<file path="src/rtl/lpr_pkg.sv">
// Shared constants and types for the longest prefix route lookup.
`timescale 1ns / 1ps
`default_nettype none

package lpr_pkg;

    localparam int ROUTE_ENTRIES = 1024;
    localparam int IDX_W = (ROUTE_ENTRIES > 1) ? $clog2(ROUTE_ENTRIES) : 1;
    localparam int CNT_W = $clog2(ROUTE_ENTRIES + 1);

    localparam int ADDR_W  = 32;
    localparam int PORT_W  = 4;
    localparam int CFG_W   = 11;
    localparam int EIDX_W  = 10;

    localparam logic OP_WRITE  = 1'b0;
    localparam logic OP_LOOKUP = 1'b1;

    typedef struct packed {
        logic [ADDR_W-1:0] prefix;
        logic [ADDR_W-1:0] mask;
        logic [ADDR_W-1:0] hop;
        logic [PORT_W-1:0] port;
    } route_entry_t;

    localparam int ENTRY_W = $bits(route_entry_t);

    typedef struct packed {
        logic write;
        logic start;
        logic scan;
        logic fetch;
        logic load;
    } lpr_cmd_t;

    typedef struct packed {
        logic limit_zero;
        logic scan_last;
        logic out_free;
    } lpr_status_t;

endpackage

`default_nettype wire

</file>
<file path="src/rtl/lpr_ctrl.sv">
// Controller state machine that sequences writes, table scans and result loads.
`timescale 1ns / 1ps
`default_nettype none

module lpr_ctrl (
    input  wire logic                 clk,
    input  wire logic                 rst_n,
    input  wire logic                 in_valid,
    input  wire logic                 operation,
    output logic                      in_ready,
    input  wire lpr_pkg::lpr_status_t status,
    output lpr_pkg::lpr_cmd_t         cmd
);

    localparam logic [2:0] ST_IDLE  = 3'd0;
    localparam logic [2:0] ST_SCAN  = 3'd1;
    localparam logic [2:0] ST_DRAIN = 3'd2;
    localparam logic [2:0] ST_FETCH = 3'd3;
    localparam logic [2:0] ST_LOAD  = 3'd4;

    logic [2:0] state_reg;
    logic [2:0] state_next;
    logic       accept;

    assign in_ready = (state_reg == ST_IDLE);
    assign accept   = in_valid && in_ready;

    always_comb
    begin
        state_next = state_reg;
        cmd        = '0;
        unique case (state_reg)
            ST_IDLE:
            begin
                if (accept && (operation == lpr_pkg::OP_WRITE))
                begin
                    cmd.write = 1'b1;
                end
                else if (accept)
                begin
                    cmd.start  = 1'b1;
                    state_next = status.limit_zero ? ST_LOAD : ST_SCAN;
                end
            end
            ST_SCAN:
            begin
                cmd.scan = 1'b1;
                if (status.scan_last)
                begin
                    state_next = ST_DRAIN;
                end
            end
            ST_DRAIN:
            begin
                state_next = ST_FETCH;
            end
            ST_FETCH:
            begin
                cmd.fetch  = 1'b1;
                state_next = ST_LOAD;
            end
            ST_LOAD:
            begin
                if (status.out_free)
                begin
                    cmd.load   = 1'b1;
                    state_next = ST_IDLE;
                end
            end
            default:
            begin
                state_next = ST_IDLE;
            end
        endcase
    end

    always_ff @(posedge clk or negedge rst_n)
    begin
        if (!rst_n)
        begin
            state_reg <= ST_IDLE;
        end
        else
        begin
            state_reg <= state_next;
        end
    end

endmodule

`default_nettype wire

</file>
<file path="config.mk">
export PLATFORM = sky130hd
export DESIGN_NAME = lpr_ctrl
export DESIGN_NICKNAME = d
export VERILOG_FILES = /design/src/rtl/lpr_pkg.sv /design/src/rtl/lpr_ctrl.sv
export SDC_FILE = /design/constraint.sdc
export NUM_CORES = 1
export LEC_CHECK = 0
export ABC_AREA = 1
export BUFFER_PORTS_ARGS = -buffer_cell sky130_fd_sc_hd__buf_2
export CAP_MARGIN = 20
export CORE_AREA = 2 2 39 41
export CTS_CLUSTER_SIZE = 14
export DETAILED_ROUTE_END_ITERATION = 16
export DIE_AREA = 0 0 41 43
export GPL_ROUTABILITY_DRIVEN = 0
export GPL_TIMING_DRIVEN = 0
export SLEW_MARGIN = 40
export SYNTH_ARGS = -nofsm -noshare
export SYNTH_HDL_FRONTEND = slang
export SYNTH_SLANG_ARGS = --single-unit
export TNS_END_PERCENT = 50
</file>
<file path="constraint.sdc">
create_clock -name clk -period 1.1 [get_ports clk]
set_input_delay 0.165 -clock clk [delete_from_list [all_inputs] [get_ports clk]]
set_output_delay 0.165 -clock clk [all_outputs]
set_load 0.02 [all_outputs]
</file>
======== Word-level counts from Yosys, hierarchy flattened ========
Index checks and enable logic that the tools add are counted.
cells by class
  equal/unequal tests ..................... 8
  muxes and demuxes ....................... 14
  bitwise logic cells ..................... 1
  reduce and logical (&&, ||, !) cells .... 4
operators by type and width
  cell                count
  $mux 3              5
  $pmux 3 s5          1
  $mux 1              7
  $eq 3x2->1 const B  2
  $ne 2x2->1 const B  3
  $reduce_and 4->1    1
  $eq 3x1->1 const B  1
  $eq 3x3->1 const B  1
  $logic_not 3->1     1
  $logic_and 1x1->1   2
  $mux 2              1
  $ne 2x1->1 const B  1
  $not 1->1           1
storage, ports and cells
  bits in registers ....................... 3
  input port bits ......................... 7
  output and inout port bits .............. 6
  word-level logic and storage cells ...... 28

======== Depth between registers and ports, before layout ========
  word-level depth ........................ 5
  mapped depth ............................ 7
  gate-level depth less buffers ........... 7

======== Worst setup path before layout ========
Ideal clock, no wire load.
  path kind ............................... register to output
  start point ............................. register state_reg[1]
  end point ............................... output port cmd[3] (netlist name)
  arrival ................................. 1,281 ps
  data required time ...................... 935 ps
  path slack .............................. -346 ps
  cell stages (with the launch flop) ...... 4
  buffers on the path ..................... 0
  cells stage by stage .................... dfrtp_1 > nor3_2 > nand2_1 > nor2_1
RTL lines
  what                      line            RTL
  start: declaration        lpr_ctrl.sv:21  logic [2:0] state_reg;
  start signal: assignment  lpr_ctrl.sv:85  state_reg <= state_next;
  end: declaration          lpr_ctrl.sv:12  output lpr_pkg::lpr_cmd_t cmd

==> flow_summary.toml <==
[cells_and_area]
largest_reg_flops = 3
nets = 67
fill_cells = 153
drive_above_1_share_pct = 59.32
final_util_pct = 33.36
diodes = 0
finalNonFillerCells = 75
syn_to_final_growth_pct = 86.36

[flow_run]
cap_violations = 0

[clock_network]
cts_sinks = 3
h-tree-depth = 1
clock_path_buffers = 2
cts_tree = "built"
numCtsBuffers = 3
cts_root_buf = "clkbuf_4"
clk_latency_ps = 230
path_clk_slew_ps = 40

[floorplanning]
initial_utilization_pct = 17.90
fp.dieArea_sq_um = 1763
io_pins = 13
rows = 14
die_w_um = 41
core_sq_um = 1384
dieHeight_um = 43

[detailed_routing]
vias = 289
drt_pass1_iterations = 2
ant_nets = 0
initialDrtViolationCount = 3
detail_route.wl_per_cell_um = 7.973
drc_errors = 0
drt-vias-per-instance = 3.853
routed_wl_um = 598

[timing]
slew_violations = 0
grt_setup_unrepaired = "true"
worst_pin_slew_ps = 190.3
fin_ws_ps = -265.9
fmax_mhz = 732.1
fin_crit_sh_pct = 124.2
max_slew_margin_pct = 87.20
skew_ps = 0.2202
hold_ws_ps = 215.8
finalSetupViolations = 9
hold_viol = 0
fin_crit_ps = 1366

[yosys]
synth_cell_types = 12
synth_top_cell_by_area = "dfrtp_1"
syn_inst = 38
yosysSeqAreaShare_pct = 30.30
netlist.area_leader.share_pct = 30.30
yosysWarnings = 0
syn-num-nets = 45
synth.area.top_cells = "dfrtp_1 (30%), nand2_1 (14%), inv_1 (12%)"
avgSynthCellArea_sq_um = 6.519
ys_ff_latch = 3
synth_area_sq_um = 247.7

[pwr]
intPower_mw = 0.5946
p_leak_nw = 0.2601
p_sw_mw = 0.4660
p_seq_share_pct = 20.7
power_frac_comb_pct = 61.5
switching_share_pct = 43.93
powerDensity_nw_per_um2 = 2297
clockPowerShare_pct = 17.8
total_power_mw = 1.061
ir_drop_uv = 955.6

[global_routing]
use_met3_pct = 3.141
grt_pass1_wl_um = 910
met2_usage_pct = 10.31
grt-ovfl-total = 0
grt_use_total_pct = 7.847
met1_usage_pct = 9.709
grt_busiest_layer = "met2"
antenna_found_initial = 0
grt_pass1_vias = 258
grt_max_degree = 8

[setup_path]
critical_path_class = "reg2out"
crit_required_ps = 940
arrival_ps = 1200
crit_fanout = 5
start_kind = "flop"
critPathCaptureType = "output pin"

[placement]
io_buffers = 12
hpwlAfterDp_um = 442.4
dpl.cell_count = 66

[run_status]
run_status = "finished, violations left"
violations = "setup timing"

[worst_hold_path]
hold_class = "in2reg"
critical path, cell delays in order, from the launching register on:
cell     delay (ps)
dfrtp_2         450
nor3_4          200
nand2_2         110
nor2_4          100
buf_6           120
layout by cell type (no fill, tap or decap):
master / synthesis / layout
inv_1: 8 / 7
nand2_1: 9 / 7
buf_2: 0 / 7
nand3_1: 5 / 5
buf_4: 0 / 5
buf_6: 0 / 4
inv_2: 2 / 3
nor2_4: 0 / 3
clkbuf_4: 0 / 3
nand2_2: 0 / 2
nand3_2: 2 / 2
dfrtp_2: 0 / 2
nor2_2: 2 / 1
nor3_4: 0 / 1
nor4_2: 0 / 1
o21ai_2: 1 / 1
nor2_1: 3 / 1
nand3b_1: 1 / 1
clkbuf_1: 0 / 1
dlygate4sd3_1: 0 / 1
dfrtp_1: 3 / 1
kinds of logic (layout without fill, tap and decap cells):
| group | after synthesis | count (layout) | synth area share (%) |
|---|---|---|---|
| AOI/OAI and AO/OA | 1 | 1 | 3.536 |
| buffers and inverters | 10 | 31 | 15.15 |
| DFF | 3 | 3 | 30.30 |
| and+or+nand+nor | 24 | 24 | 51.01 |
layer usage:
layer,vias up,wire length (um)
li1,159,-
met1,120,263
met2,10,289
met3,0,45
met4,0,0
met5,-,0
cell type report:
| class | instances | area (sq um) | share of cell area (%) |
|---|---|---|---|
| multi-input combinational | 25 | 172.7 | 37.40 |
| clock buffer | 4 | 26.28 | 5.691 |
| tap | 16 | 20.02 | 4.336 |
| timing repair buffer | 17 | 127.6 | 27.64 |
| sequential | 3 | 77.57 | 16.80 |
| inverter | 10 | 37.54 | 8.130 |
Yosys cell counts (all sizes together):
cell type and instances:
nor3 1, dfrtp 3, o21ai 1, nand2 9, nor2 5, nand3b 1
nor4 1, nand3 7, inv 10
final timing paths:
path                            cells past startpoint  slack, ps            to          from
worst max register to register                      7        -40  state_reg[0]  state_reg[0]
min in group asynchronous                           2        260  state_reg[1]         rst_n
worst min register to register                      3        680  state_reg[0]  state_reg[1]
worst min-delay path                                4        220  state_reg[0]     status[1]
max in group asynchronous                           2        730  state_reg[0]         rst_n
worst max-delay path                                4       -270        cmd[4]  state_reg[0]
stage by stage:
step / instance area [sq um] / setup slack (ps) / TNS, ps
2_1_floorplan: 279.0 / -185.1 / -553.9
3_3_place_gp: 359.1 / -157.8 / -345.2
3_5_place_dp: 359.1 / -163.8 / -368.3
4_1_cts: 432.9 / -293.2 / -1442
5_1_grt: 461.7 / -340.5 / -1994
6_report: 461.7 / -265.9 / -1349
power by group through the flow:
stage | registers (mW) | clock network, mW | logic [mW]
2_1_floorplan | 0.208 | 0 | 0.379
3_3_place_gp | 0.220 | 0 | 0.482
3_5_place_dp | 0.220 | 0 | 0.487
4_1_cts | 0.221 | 0.198 | 0.595
5_1_grt | 0.226 | 0.216 | 0.717
6_report | 0.220 | 0.189 | 0.652
timing repair:
action,4_1_cts,5_1_grt
endpoints found under the setup margin,6,9
hold buffers,1,0
pin swaps,3,3
resized for setup,9,4
buffers inserted,2,2
endpoints found under the hold margin,3,0
Note: power is estimated with default switching activity, not from simulation.
